==> config.mk <==
export PLATFORM = sky130hd
export DESIGN_NAME = piecewise_trace_generator
export DESIGN_NICKNAME = d
export VERILOG_FILES = /design/src/ptg_pkg.sv /design/src/ptg_arith.sv /design/src/piecewise_trace_generator.sv
export SDC_FILE = /design/constraint.sdc
export NUM_CORES = 2
export LEC_CHECK = 0
export BUFFER_PORTS_ARGS = -buffer_cell sky130_fd_sc_hd__buf_2
export CORE_MARGIN = 5
export CORE_UTILIZATION = 30
export CTS_CLUSTER_SIZE = 16
export DETAILED_ROUTE_END_ITERATION = 12
export MAX_ROUTING_LAYER = met4
export SETUP_SLACK_MARGIN = 0.2
export SYNTH_ARGS = -nofsm -noshare
export SYNTH_HDL_FRONTEND = slang
export SYNTH_SLANG_ARGS = --single-unit
==> constraint.sdc <==
create_clock -name clk -period 27.9 [get_ports clk]
set_input_delay 1.395 -clock clk [delete_from_list [all_inputs] [get_ports clk]]
set_output_delay 1.395 -clock clk [all_outputs]
set_load 0.05 [all_outputs]
==> src/ptg_pkg.sv <==
`timescale 1ns / 1ps
`default_nettype none

package ptg_pkg;

    localparam int MAX_SEGMENTS_DEF    = 16;
    localparam int SINE_ITERATIONS_DEF = 16;
    localparam int ATAN_ENTRIES        = 24;
    localparam int MUL_STEPS           = 32;
    localparam int DIV_STEPS           = 57;

    localparam logic [1:0] KIND_LINEAR   = 2'd0;
    localparam logic [1:0] KIND_SINE     = 2'd1;
    localparam logic [1:0] KIND_INACTIVE = 2'd2;

    localparam logic signed [33:0] CORDIC_GAIN = 34'sd652032874;

    typedef enum logic [2:0] {
        ST_IDLE,
        ST_READ,
        ST_CHECK,
        ST_EVAL,
        ST_DONE
    } ptg_state_t;

    typedef enum logic [2:0] {
        AR_IDLE,
        AR_MUL,
        AR_DIV,
        AR_ANGLE,
        AR_CORDIC,
        AR_LOAD,
        AR_FIN,
        AR_DONE
    } ptg_arith_state_t;

    typedef struct packed {
        logic [23:0]        start;
        logic [23:0]        len;
        logic signed [31:0] a;
        logic signed [31:0] b;
        logic [15:0]        period;
        logic [15:0]        phase;
    } ptg_entry_t;

    typedef struct packed {
        logic               is_sine;
        logic [23:0]        t;
        logic [23:0]        elapsed;
        logic [23:0]        len;
        logic signed [31:0] a;
        logic signed [31:0] b;
        logic [15:0]        period;
        logic [15:0]        phase;
    } ptg_job_t;

    typedef struct packed {
        logic               done;
        logic signed [31:0] value;
    } ptg_result_t;

    // arctangent of 2^-i in units of 2^-32 turn
    function automatic logic [29:0] atan_turn(input logic [4:0] i);
        logic [29:0] r;
        case (i)
            5'd0:  r = 30'd536870912;
            5'd1:  r = 30'd316933406;
            5'd2:  r = 30'd167458907;
            5'd3:  r = 30'd85004756;
            5'd4:  r = 30'd42667331;
            5'd5:  r = 30'd21354465;
            5'd6:  r = 30'd10679838;
            5'd7:  r = 30'd5340245;
            5'd8:  r = 30'd2670163;
            5'd9:  r = 30'd1335087;
            5'd10: r = 30'd667544;
            5'd11: r = 30'd333772;
            5'd12: r = 30'd166886;
            5'd13: r = 30'd83443;
            5'd14: r = 30'd41722;
            5'd15: r = 30'd20861;
            5'd16: r = 30'd10430;
            5'd17: r = 30'd5215;
            5'd18: r = 30'd2608;
            5'd19: r = 30'd1304;
            5'd20: r = 30'd652;
            5'd21: r = 30'd326;
            5'd22: r = 30'd163;
            5'd23: r = 30'd81;
            default: r = 30'd0;
        endcase
        return r;
    endfunction

    function automatic logic signed [31:0] sat32(input logic signed [65:0] v);
        logic signed [31:0] r;
        if (v > 66'sd2147483647)
        begin
            r = 32'sh7FFFFFFF;
        end
        else if (v < -66'sd2147483648)
        begin
            r = 32'sh80000000;
        end
        else
        begin
            r = v[31:0];
        end
        return r;
    endfunction

endpackage

`default_nettype wire

==> src/ptg_arith.sv <==
`timescale 1ns / 1ps
`default_nettype none

module ptg_arith
    import ptg_pkg::*;
#(
    parameter int SINE_ITERATIONS = SINE_ITERATIONS_DEF
)
(
    input  wire logic        clk,
    input  wire logic        rst_n,
    input  wire logic        start,
    input  wire ptg_job_t    job,
    output ptg_result_t      res
);

    localparam int ITERS = (SINE_ITERATIONS < ATAN_ENTRIES) ? SINE_ITERATIONS : ATAN_ENTRIES;
    localparam logic [5:0] ITER_LAST = 6'(ITERS - 1);
    localparam logic [5:0] MUL_LAST  = 6'(MUL_STEPS - 1);
    localparam logic [5:0] DIV_LAST  = 6'(DIV_STEPS - 1);

    ptg_arith_state_t   state_reg, state_next;
    logic [5:0]         cnt_reg, cnt_next;
    ptg_job_t           job_reg;
    logic [63:0]        acc_reg, mcand_reg;
    logic [31:0]        mplier_reg;
    logic               neg_reg;
    logic [56:0]        dvd_reg;
    logic [23:0]        rem_reg, dsr_reg;
    logic signed [33:0] x_reg, y_reg, z_reg;
    logic signed [31:0] res_reg;

    logic signed [33:0] lin_d, lin_mag, b_ext, b_mag, y_clamp, y_mag;
    logic [63:0]        acc_step;
    logic [24:0]        div_sh, div_diff;
    logic               div_ge;
    logic [31:0]        frac, angle;
    logic signed [33:0] z_raw, z_fold, dx, dy, at;
    logic signed [65:0] sp, rnd, sum_sine, sq, sum_lin;

    // operand preparation
    always_comb
    begin
        lin_d    = 34'(job.b) - 34'(job.a);
        lin_mag  = lin_d[33] ? -lin_d : lin_d;
        b_ext    = 34'(job_reg.b);
        b_mag    = b_ext[33] ? -b_ext : b_ext;
        acc_step = mplier_reg[0] ? acc_reg + mcand_reg : acc_reg;
        div_sh   = {rem_reg, dvd_reg[56]};
        div_ge   = div_sh >= {1'b0, dsr_reg};
        div_diff = div_sh - {1'b0, dsr_reg};
        frac     = (job_reg.period == 16'd0) ? 32'd0 : dvd_reg[31:0];
        angle    = frac + {job_reg.phase, 16'h0000};
        z_raw    = 34'(signed'(angle));
        if (z_raw > 34'sd1073741824)
        begin
            z_fold = 34'sd2147483648 - z_raw;
        end
        else if (z_raw < -34'sd1073741824)
        begin
            z_fold = -34'sd2147483648 - z_raw;
        end
        else
        begin
            z_fold = z_raw;
        end
        dx = y_reg >>> cnt_reg[4:0];
        dy = x_reg >>> cnt_reg[4:0];
        at = signed'({4'b0000, atan_turn(cnt_reg[4:0])});
        if (y_reg > 34'sd1073741824)
        begin
            y_clamp = 34'sd1073741824;
        end
        else if (y_reg < -34'sd1073741824)
        begin
            y_clamp = -34'sd1073741824;
        end
        else
        begin
            y_clamp = y_reg;
        end
        y_mag    = y_clamp[33] ? -y_clamp : y_clamp;
        sp       = signed'({2'b00, acc_reg});
        rnd      = ((neg_reg ? -sp : sp) + 66'sd536870912) >>> 30;
        sum_sine = 66'(job_reg.a) + rnd;
        sq       = signed'({32'd0, dvd_reg[33:0]});
        sum_lin  = 66'(job_reg.a) + (neg_reg ? -sq : sq);
    end

    always_comb
    begin
        state_next = state_reg;
        unique case (state_reg)
            AR_IDLE:
            begin
                if (start)
                begin
                    if (!job.is_sine)
                    begin
                        state_next = AR_MUL;
                    end
                    else if (job.period == 16'd0)
                    begin
                        state_next = AR_ANGLE;
                    end
                    else
                    begin
                        state_next = AR_DIV;
                    end
                end
            end
            AR_MUL:
            begin
                if (cnt_reg == MUL_LAST)
                begin
                    state_next = job_reg.is_sine ? AR_FIN : AR_DIV;
                end
            end
            AR_DIV:
            begin
                if (cnt_reg == DIV_LAST)
                begin
                    state_next = job_reg.is_sine ? AR_ANGLE : AR_FIN;
                end
            end
            AR_ANGLE:  state_next = AR_CORDIC;
            AR_CORDIC:
            begin
                if (cnt_reg == ITER_LAST)
                begin
                    state_next = AR_LOAD;
                end
            end
            AR_LOAD:   state_next = AR_MUL;
            AR_FIN:    state_next = AR_DONE;
            AR_DONE:   state_next = AR_IDLE;
            default:   state_next = AR_IDLE;
        endcase
        cnt_next = (state_next != state_reg) ? 6'd0 : cnt_reg + 6'd1;
    end

    always_comb
    begin
        res.done  = (state_reg == AR_DONE);
        res.value = res_reg;
    end

    always_ff @(posedge clk or negedge rst_n)
    begin
        if (!rst_n)
        begin
            state_reg <= AR_IDLE;
            cnt_reg   <= 6'd0;
        end
        else
        begin
            state_reg <= state_next;
            cnt_reg   <= cnt_next;
        end
    end

    always_ff @(posedge clk)
    begin
        unique case (state_reg)
            AR_IDLE:
            begin
                if (start)
                begin
                    job_reg    <= job;
                    acc_reg    <= 64'd0;
                    mcand_reg  <= {30'd0, lin_mag};
                    mplier_reg <= {8'd0, job.elapsed};
                    neg_reg    <= lin_d[33];
                    dvd_reg    <= {1'b0, job.t, 32'd0};
                    rem_reg    <= 24'd0;
                    dsr_reg    <= {8'd0, job.period};
                end
            end
            AR_MUL:
            begin
                acc_reg    <= acc_step;
                mcand_reg  <= {mcand_reg[62:0], 1'b0};
                mplier_reg <= {1'b0, mplier_reg[31:1]};
                if (cnt_reg == MUL_LAST)
                begin
                    dvd_reg <= acc_step[56:0] + 57'(job_reg.len[23:1]);
                    rem_reg <= 24'd0;
                    dsr_reg <= job_reg.len;
                end
            end
            AR_DIV:
            begin
                dvd_reg <= {dvd_reg[55:0], div_ge};
                rem_reg <= div_ge ? div_diff[23:0] : div_sh[23:0];
            end
            AR_ANGLE:
            begin
                z_reg <= z_fold;
                x_reg <= CORDIC_GAIN;
                y_reg <= 34'sd0;
            end
            AR_CORDIC:
            begin
                if (!z_reg[33])
                begin
                    x_reg <= x_reg - dx;
                    y_reg <= y_reg + dy;
                    z_reg <= z_reg - at;
                end
                else
                begin
                    x_reg <= x_reg + dx;
                    y_reg <= y_reg - dy;
                    z_reg <= z_reg + at;
                end
            end
            AR_LOAD:
            begin
                acc_reg    <= 64'd0;
                mcand_reg  <= {30'd0, b_mag};
                mplier_reg <= {1'b0, y_mag[30:0]};
                neg_reg    <= job_reg.b[31] ^ y_clamp[33];
            end
            AR_FIN:
            begin
                res_reg <= job_reg.is_sine ? sat32(sum_sine) : sat32(sum_lin);
            end
            AR_DONE:
            begin
                res_reg <= res_reg;
            end
            default:
            begin
                res_reg <= res_reg;
            end
        endcase
    end

    // assertions
    a_start_idle: assert property (@(posedge clk) disable iff (!rst_n)
        start |-> state_reg == AR_IDLE)
        else $error("arith start while busy");
    a_done_after_fin: assert property (@(posedge clk) disable iff (!rst_n)
        res.done |-> $past(state_reg) == AR_FIN)
        else $error("done without final step");
    a_cnt_bound: assert property (@(posedge clk) disable iff (!rst_n)
        state_reg == AR_CORDIC |-> cnt_reg <= ITER_LAST)
        else $error("cordic count overrun");

endmodule

`default_nettype wire

==> src/piecewise_trace_generator.sv <==
`timescale 1ns / 1ps
`default_nettype none
// table write: taken whenever the block is idle, so writes run back to back
// query: a table read and a window check per entry scanned, then the result is handed over;
// a linear hit adds a 32-step multiply, a 57-step divide and a finish; a sine hit adds divide,
// angle, cordic, load, multiply and finish, with the divide skipped when the period is zero
// next beat taken the cycle after hand-over; the output register holds a result while it waits
// reset: segment count 0, every entry inactive, no result pending

module piecewise_trace_generator
    import ptg_pkg::*;
#(
    parameter int MAX_SEGMENTS    = MAX_SEGMENTS_DEF,
    parameter int SINE_ITERATIONS = SINE_ITERATIONS_DEF
)
(
    input  wire logic         clk,
    input  wire logic         rst_n,
    input  wire logic         s_tvalid,
    output logic              s_tready,
    // entry_index, entry_kind, entry_start, entry_length, value_a, value_b,
    // period, phase_turns, time_ms, zero pad
    input  wire logic [175:0] s_tdata,
    // func
    input  wire logic [0:0]   s_tuser,
    output logic              m_tvalid,
    input  wire logic         m_tready,
    // trace_value
    output logic [31:0]       m_tdata,
    // matched
    output logic [0:0]        m_tuser,
    input  wire logic         cfg_wen,
    input  wire logic [4:0]   cfg_wdata
);

    localparam int IW = (MAX_SEGMENTS > 1) ? $clog2(MAX_SEGMENTS) : 1;

    // input fields
    logic [3:0]  in_index;
    logic [1:0]  in_kind;
    logic [23:0] in_time;
    ptg_entry_t  in_entry;

    assign in_index        = s_tdata[3:0];
    assign in_kind         = s_tdata[5:4];
    assign in_entry.start  = s_tdata[29:6];
    assign in_entry.len    = s_tdata[53:30];
    assign in_entry.a      = s_tdata[85:54];
    assign in_entry.b      = s_tdata[117:86];
    assign in_entry.period = s_tdata[133:118];
    assign in_entry.phase  = s_tdata[149:134];
    assign in_time         = s_tdata[173:150];

    ptg_state_t  state_reg, state_next;
    logic [4:0]  count_reg;
    logic [IW-1:0] idx_reg, last_reg;
    logic [23:0] t_reg;

    // segment table: kinds in flops (reset to inactive), the rest in memory
    logic [1:0]  kind_reg [MAX_SEGMENTS];
    ptg_entry_t  mem [MAX_SEGMENTS];
    ptg_entry_t  rd_entry_reg;
    logic [1:0]  rd_kind_reg;

    logic signed [31:0] res_value_reg;
    logic               res_match_reg;
    logic               out_valid_reg, out_match_reg;
    logic [31:0]        out_data_reg;

    logic          in_beat, wr_en, query, push, start, hit, active, no_entries;
    logic [8:0]    n_scan, n_last;
    logic [IW+3:0] wide_index;
    logic [IW-1:0] wr_addr;
    logic [23:0]   elapsed;
    ptg_job_t      job;
    ptg_result_t   ares;

    // handshake and table write decode
    always_comb
    begin
        in_beat    = s_tvalid && s_tready;
        query      = in_beat && s_tuser[0];
        wr_en      = in_beat && !s_tuser[0] && ({5'd0, in_index} < 9'(MAX_SEGMENTS));
        wide_index = {{IW{1'b0}}, in_index};
        wr_addr    = wide_index[IW-1:0];
        // entries scanned: the smaller of the count and the table depth
        n_scan     = ({4'd0, count_reg} > 9'(MAX_SEGMENTS)) ? 9'(MAX_SEGMENTS)
                                                             : {4'd0, count_reg};
        n_last     = n_scan - 9'd1;
        no_entries = (n_scan == 9'd0);
    end

    // window check on the entry just read
    always_comb
    begin
        active  = (rd_kind_reg == KIND_LINEAR) || (rd_kind_reg == KIND_SINE);
        elapsed = t_reg - rd_entry_reg.start;
        hit     = active && (rd_entry_reg.len != 24'd0) && (t_reg >= rd_entry_reg.start)
                  && (elapsed < rd_entry_reg.len);
        job.is_sine = (rd_kind_reg == KIND_SINE);
        job.t       = t_reg;
        job.elapsed = elapsed;
        job.len     = rd_entry_reg.len;
        job.a       = rd_entry_reg.a;
        job.b       = rd_entry_reg.b;
        job.period  = rd_entry_reg.period;
        job.phase   = rd_entry_reg.phase;
    end

    // next state
    always_comb
    begin
        state_next = state_reg;
        unique case (state_reg)
            ST_IDLE:
            begin
                if (query)
                begin
                    state_next = no_entries ? ST_DONE : ST_READ;
                end
            end
            ST_READ:  state_next = ST_CHECK;
            ST_CHECK:
            begin
                if (hit)
                begin
                    state_next = ST_EVAL;
                end
                else if (idx_reg == last_reg)
                begin
                    state_next = ST_DONE;
                end
                else
                begin
                    state_next = ST_READ;
                end
            end
            ST_EVAL:
            begin
                if (ares.done)
                begin
                    state_next = ST_DONE;
                end
            end
            ST_DONE:
            begin
                if (!out_valid_reg || m_tready)
                begin
                    state_next = ST_IDLE;
                end
            end
            default:  state_next = ST_IDLE;
        endcase
    end

    // fsm outputs
    always_comb
    begin
        s_tready = (state_reg == ST_IDLE);
        start    = (state_reg == ST_CHECK) && hit;
        push     = (state_reg == ST_DONE) && (!out_valid_reg || m_tready);
    end

    // shared serial arithmetic: multiply, divide, cordic
    ptg_arith #(
        .SINE_ITERATIONS(SINE_ITERATIONS)
    ) u_arith (
        .clk   (clk),
        .rst_n (rst_n),
        .start (start),
        .job   (job),
        .res   (ares)
    );

    // control registers
    always_ff @(posedge clk or negedge rst_n)
    begin
        if (!rst_n)
        begin
            state_reg     <= ST_IDLE;
            count_reg     <= 5'd0;
            out_valid_reg <= 1'b0;
            idx_reg       <= '0;
            for (int i = 0; i < MAX_SEGMENTS; i++)
            begin
                kind_reg[i] <= KIND_INACTIVE;
            end
        end
        else
        begin
            state_reg <= state_next;
            if (cfg_wen)
            begin
                count_reg <= cfg_wdata;
            end
            if (wr_en)
            begin
                kind_reg[wr_addr] <= in_kind;
            end
            if (query)
            begin
                idx_reg <= '0;
            end
            else if ((state_reg == ST_CHECK) && !hit && (idx_reg != last_reg))
            begin
                idx_reg <= IW'(idx_reg + 1'b1);
            end
            if (push)
            begin
                out_valid_reg <= 1'b1;
            end
            else if (m_tready)
            begin
                out_valid_reg <= 1'b0;
            end
        end
    end

    // table memory, registered read
    always_ff @(posedge clk)
    begin
        if (wr_en)
        begin
            mem[wr_addr] <= in_entry;
        end
        if (state_reg == ST_READ)
        begin
            rd_entry_reg <= mem[idx_reg];
            rd_kind_reg  <= kind_reg[idx_reg];
        end
    end

    // payload registers
    always_ff @(posedge clk)
    begin
        if (query)
        begin
            t_reg    <= in_time;
            last_reg <= n_last[IW-1:0];
        end
        if (query && no_entries)
        begin
            res_value_reg <= 32'sd0;
            res_match_reg <= 1'b0;
        end
        else if ((state_reg == ST_CHECK) && !hit && (idx_reg == last_reg))
        begin
            res_value_reg <= 32'sd0;
            res_match_reg <= 1'b0;
        end
        else if ((state_reg == ST_EVAL) && ares.done)
        begin
            res_value_reg <= ares.value;
            res_match_reg <= 1'b1;
        end
        if (push)
        begin
            out_data_reg  <= res_value_reg;
            out_match_reg <= res_match_reg;
        end
    end

    assign m_tvalid   = out_valid_reg;
    assign m_tdata    = out_data_reg;
    assign m_tuser[0] = out_match_reg;

    // assertions
    a_nomatch_zero: assert property (@(posedge clk) disable iff (!rst_n)
        (m_tvalid && !m_tuser[0]) |-> (m_tdata == 32'd0))
        else $error("unmatched result not zero");
    a_done_in_eval: assert property (@(posedge clk) disable iff (!rst_n)
        ares.done |-> (state_reg == ST_EVAL))
        else $error("arith result outside evaluation");
    a_scan_bound: assert property (@(posedge clk) disable iff (!rst_n)
        (state_reg == ST_CHECK) |-> (idx_reg <= last_reg))
        else $error("scan past last entry");
    a_push_shows: assert property (@(posedge clk) disable iff (!rst_n)
        push |=> m_tvalid)
        else $error("result lost on push");

endmodule

`default_nettype wire

; ---- Word-level counts from Yosys, hierarchy flattened
; Memories as Yosys holds them, arrays and structs flattened. A register that Yosys moved wholly into a read port is not among the register bits.
; Cells that the tools add are included.
[word_totals]
register_bits = 671
mem_bits_rw = 2304
romBits = 960
in_bits = 187
output_inout_bits = 35
word_cells = 229
n_memories = 2
[op_classes]
addsub = 25
n_lt_le_gt_ge = 15
n_eq_ne = 24
shifts = 2
muxes = 70
bitwise = 3
reduce_logical = 41
[mem_list]
columns = name, words, width, rd, rd_clocked_by_memory_dff, wr, line
row1 = mem, 16, 144, 1, 1, 1, piecewise_trace_generator.sv:61  ; ptg_entry_t mem [MAX_SEGMENTS];
row2 = (name not given), 32, 30, 1, 0, 0, ptg_pkg.sv:65  ; case (i)
[op_table]
columns = operator, n
row1 = $pmux W64 S3, 2
row2 = $mux W34, 9
row3 = $mux W32, 7
row4 = $pmux W34 S2, 3
row5 = $mux W64, 3
row6 = $pmux W57 S3, 1
row7 = $gt A66 B32 Y1 const B, 2
row8 = $lt A66 B32 Y1 const B, 2
row9 = $mux W66, 2
row10 = $mux W24, 5
row11 = $mux W57, 2
row12 = $pmux W32 S3, 1
row13 = $pmux W24 S3, 1
row14 = $add A34 B34 Y34, 2
row15 = $sshr A34 B5 Y34, 2
row16 = $sub A34 B34 Y34, 2
row17 = $add A32 B66 Y66, 1
row18 = $add A66 B31 Y66 const B, 1
row19 = $neg A34 Y66, 1
row20 = $neg A64 Y66, 1
row21 = $add A64 B64 Y64, 1
row22 = $add A57 B23 Y57, 1
row23 = $pmux W24 S2, 1
row24 = $sub A24 B24 Y24, 2
row25 = 63 further kinds, 125

; ---- Logic depth before layout (Yosys ltp)
[logic_depth]
word_depth = 10
ltp_mapped = 32
depth_no_buf = 29

; ---- Cells and area by module
; A second synthesis with hierarchy kept.
[unflattened]
hier_cells = 10195
area_unflattened_um2 = 151156.2
[modules_own_cells]
columns = mod, n_inst, cells_per_inst, area_each_um2, seq_area_each_um2
row1 = piecewise_trace_generator, 1, 4044, 97862.6, 77209.0
row2 = ptg_arith, 1, 6151, 53293.6, 15840.2

; ---- Worst setup path before layout
; No wires, ideal clock.
[synth_timing]
kind = register -> register
start = register t_reg[0]
end = register u_arith.acc_reg[57] (enable)
setup_time_ns = 0.382
t_arrival_ns = 17.130
required_ns = 27.518
slack_ns = 10.388
stages_incl_launch_ff = 28
path_buffers = 1
period_less_slack_ns = 17.512
cell_sequence = edfxtp_1 > inv_1 > ha_1 > inv_1 > fa_1 > a21o_1 > a21oi_1 > o221ai_1 > a221o_1 > a21o_1 > a21o_1 > a21o_1 > a21o_1 > nand4_1 > nand2_1 > a21o_1 > a21oi_1 > xnor2_1 > ha_1 > nor2b_1 > o21ai_0 > o211ai_1 > a31oi_1 > o21ai_0 > or4b_1 > clkbuf_1 > o31ai_1 > a21boi_0
[synth_via]
elab_chain_len = 6
elab_cells_between_ends = 8
classes_between = 1 x add/sub / 2 x order compare / 1 x eq/ne / 4 x reduce/logical
[synth_rtl]
columns = element, line
row1 = start: declaration, piecewise_trace_generator.sv:57  ; logic [23:0] t_reg;
row2 = start signal: assignment, piecewise_trace_generator.sv:238  ; t_reg <= in_time;
row3 = $sub A24 B24 Y24 / $ge A24 B24 Y1 (equally long branches), "piecewise_trace_generator.sv:97, piecewise_trace_generator.sv:98"
row4 = $lt A24 B24 Y1 / $logic_and A1 B1 Y1 (equally long branches), "piecewise_trace_generator.sv:99, piecewise_trace_generator.sv:98"
row5 = $logic_and A1 B1 Y1 *, piecewise_trace_generator.sv:99  ; && (elapsed < rd_entry_reg.len);
row6 = $logic_and A1 B1 Y1 *, piecewise_trace_generator.sv:160  ; start = (state_reg == ST_CHECK) && hit;
row7 = $ne A2 B2 Y1 (no line) *, n/a
row8 = $reduce_and A3 Y1 (no line) *, n/a
row9 = end signal: assignment, ptg_arith.sv:181  ; acc_reg <= acc_step;
row10 = end: declaration, ptg_arith.sv:25  ; logic [63:0] acc_reg, mcand_reg;
; Mark *: on every way between the ends. The rest lies on a longest branch, timed or not.
; A chain may end at the register's enable or synchronous reset.

; ---- Worst setup path in the final report
[layout_timing]
start = register t_reg[0]
end = register u_arith.mcand_reg[41] (enable)
[layout_via]
elab_chain_len = 6
elab_cells_between_ends = 8
classes_between = 1 x add/sub / 2 x order compare / 1 x eq/ne / 4 x reduce/logical
[layout_rtl]
columns = element, line
row1 = $sub A24 B24 Y24 / $ge A24 B24 Y1 (equally long branches), "piecewise_trace_generator.sv:97, piecewise_trace_generator.sv:98"
row2 = $lt A24 B24 Y1 / $logic_and A1 B1 Y1 (equally long branches), "piecewise_trace_generator.sv:99, piecewise_trace_generator.sv:98"
row3 = $logic_and A1 B1 Y1 *, piecewise_trace_generator.sv:99
row4 = $logic_and A1 B1 Y1 *, piecewise_trace_generator.sv:160
row5 = $ne A2 B2 Y1 (no line) *, n/a
row6 = $reduce_and A2 Y1 (no line) *, n/a
row7 = end signal: assignment, ptg_arith.sv:171  ; mcand_reg <= {30'd0, lin_mag};
row8 = end signal: assignment, ptg_arith.sv:182  ; mcand_reg <= {mcand_reg[62:0], 1'b0};
row9 = end signal: assignment, ptg_arith.sv:220  ; mcand_reg <= {30'd0, b_mag};
row10 = end: declaration, ptg_arith.sv:25
; Marks and branches as above.

==> metrics.cfg <==
[clocking]
h-tree-depth=5
ctsHoldBuffers=0
clk_pin_slew_worst_paths_ps=60
cts.repair.resized=0
insertion_delay_ps=970
cts_tree=yes
root_buffer=clkbuf_16
cts_buffers=319
cts_buffer_depth=4
cts.sinks=3118
post_cts_buffers=0

[cells_and_area]
final_cell_mix=3031 x edfxtp_1, 749 x nand2_1, 698 x o21ai_0
fin_util_pct=33.9
nets=11930
drive_gt1_share_pct=14.0
syn_to_final_growth_pct=12.5
largest_register_ffs=2304
final_cells=18322
final_common_cell=edfxtp_1

[timing]
finalSetupViolations=0
fmaxAchievable_mhz=111
tns_ps=0
slew_headroom_pct=-2.13
post-route-period-util_pct=32.2
fin_crit_ps=8980
maxSlewViolCount=19
fin_worst_skew_ps=92.2
hold_viol_final=0
tightest_slew_ps=1530
rsz0062_at_grt=no
fin_ws_ps=18920

[run]
cap_violations=0

[yosys]
syn-num-nets=11783
yosysSeqAreaShare_pct=61.1
synth_ff_type=edfxtp_1
yosys_warnings=0
synth_edf_count=3031
syn_avg_cell_area_um2=13.6
syn_area_um2=152000
ys_ff_latch=3118
post_synth_num_cell_types=115
synth_cells=11163
ys_async_sr_fraction_pct=1.73

[worst_setup_path]
rrSetupSlack_ps=18920
crit_slowest_cell=or4b_1
critPathTopFamily=compound AO/OA/AOI/OAI gates
cp_slowest_stage_delay_ps=810
crit_top_cell=a21o_1
worstReg2RegStart=t_reg[0]
rr_endpoint=u_arith.mcand_reg[41]
cp.depth=29
worst-path-buf-inv=6
required_ps=28430
worst_setup_path_end_kind=flop
startpoint_type=flop
crit_type=reg2reg
crit_fanout=60
r2r.worst_path.cells=29
arrival_ps=9510

[place]
port_buffers=219
dp.cells=17695
hpwl_um=286000
place_ws_ps=19020
gp_congestion=0.935

[power_and_ir_drop]
power.switching_mw=7.11
irDropWorstVdd_mv=0.0899
pwr-share-comb_pct=44.0
clockPowerShare_pct=22.6
p_leak_nw=58.1
intPower_mw=11.3
power.density_nw_per_um2=107
power_frac_seq_pct=33.4
swShare_pct=38.7

[detailed_routing]
drt-pass1-iter-count=8
vias_per_cell=5.28
drc=0
dr_total_vias=96672
totalWireLength_um=444000
drtIter0Drc=9090
ant_nets=0
avgRoutedWirePerCell_um=24.3

[floorplanning]
die_area_um2=522000
initial_core_util_pct=30.1
core.rowCount=261
dieHeight_um=722
io_pins=222
core_um2=506000
die_x_um=722

[run_status]
status=finished, violations left
violations=max-slew violations

[hold_path]
hold_path_end=u_arith.b_ext[3]
whs_path_depth=0
worstHoldPathType=reg2reg
min_from=job[35]

[global_route]
grt_max_degree=116
antenna_found_initial=107
grt_pass1_wl_um=644000
overflow=0
grt_pass1_vias=92255
grt_usage_pct=16.9

layout make-up:
type                            instances  area, um^2
Antenna cell                           50         125
Clock inverter                        163        1420
Multi-Input combinational cell       7218       56200
Tap cell                             6706        8390
Sequential cell                      3118       93100
Timing Repair Buffer                  374        2420
Fill cell                           49081      334000
Inverter                              279        1090
Clock buffer                          414        8550
worst max-delay path by stage:
| stage | from | end | slack (ps) |
|---|---|---|---|
| after detailed placement | t_reg[0] | u_arith.mcand_reg[3] | 19020 |
| after global placement | t_reg[0] | u_arith.acc_reg[24] | 19000 |
| after floorplan | t_reg[0] | u_arith.acc_reg[57] | 10390 |
| final | t_reg[0] | u_arith.mcand_reg[41] | 18920 |
| after global routing | t_reg[0] | u_arith.mcand_reg[41] | 18600 |
| after CTS | t_reg[0] | u_arith.acc_reg[32] | 18930 |
Yosys cell counts (19+ instances only):
library cell | n | area [um^2]
edfxtp_1 | 3031 | 91000
nand2_1 | 753 | 2830
o21ai_0 | 701 | 3510
a21oi_1 | 686 | 3430
nor2_1 | 636 | 2390
mux2i_1 | 533 | 5340
ha_1 | 422 | 5280
clkbuf_1 | 412 | 1550
mux4_2 | 388 | 8740
xnor2_1 | 374 | 3280
inv_1 | 274 | 1030
xor2_1 | 226 | 1980
mux2_2 | 218 | 2450
a21o_1 | 213 | 1600
a22oi_1 | 167 | 1250
a221oi_1 | 165 | 1450
nor3_1 | 147 | 736
and2_1 | 140 | 876
nand3_1 | 128 | 641
o21a_1 | 99 | 743
buf_1 | 92 | 345
nand2b_1 | 80 | 500
and3_1 | 78 | 488
nand4_1 | 75 | 469
a31oi_1 | 70 | 438
nor2b_1 | 69 | 432
a211oi_1 | 64 | 480
o31ai_1 | 57 | 428
o21bai_1 | 56 | 420
or3_1 | 55 | 344
nor4_1 | 53 | 332
o211ai_1 | 45 | 338
dfrtp_1 | 38 | 951
or2_2 | 37 | 231
dfxtp_1 | 33 | 661
o22ai_1 | 33 | 206
buf_2 | 32 | 160
a21boi_0 | 30 | 225
a22oi_2 | 30 | 375
o221ai_1 | 22 | 193
nor3b_1 | 21 | 158
a2111oi_0 | 19 | 166
o41ai_1 | 19 | 166
metrics by stage:
step                      hold slack (ps)  total power [mW]  area (um^2)
after global placement                408              14.2       161000
after floorplan                       400              12.0       152000
final                                 409              18.4       171000
after global routing                  428              19.4       171000
after detailed placement              412              14.2       161000
after CTS                             408              18.4       171000
layer usage:
metal | part of all wire [%] | routed length (um) | vias up | track usage (%)
met5 | 0 | 0 | - | -
met3 | 5.8 | 25900 | 671 | 2.11
met4 | 3.6 | 16100 | 0 | 5.48
li1 | - | - | 43785 | -
met1 | 43 | 192000 | 49139 | 22.3
met2 | 47 | 211000 | 3077 | 27.1
cells by family (layout without fill, tap and decap cells):
family | after synthesis | count (layout) | synth area share (%)
buffers and inverters | 827 | 1230 | 2.12
AO/OA/AOI/OAI | 2669 | 2669 | 11.3
other | 0 | 50 | 0
adder cells (fa/ha/maj) | 434 | 434 | 3.62
flip-flops | 3118 | 3118 | 61.1
multiplexers | 1139 | 1139 | 10.9
AND/OR/NAND/NOR | 2375 | 2375 | 7.47
XOR/XNOR | 601 | 601 | 3.47
power groups by stage:
stage / sequential (mW) / combinational (mW) / clock (mW)
after CTS: 6.14 / 8.06 / 4.24
final: 6.14 / 8.09 / 4.15
after detailed placement: 6.24 / 8.01 / 0
after global placement: 6.23 / 7.99 / 0
after global routing: 6.17 / 8.84 / 4.44
after floorplan: 6.06 / 5.94 / 0
Note: power is estimated with default switching activity, not from simulation.
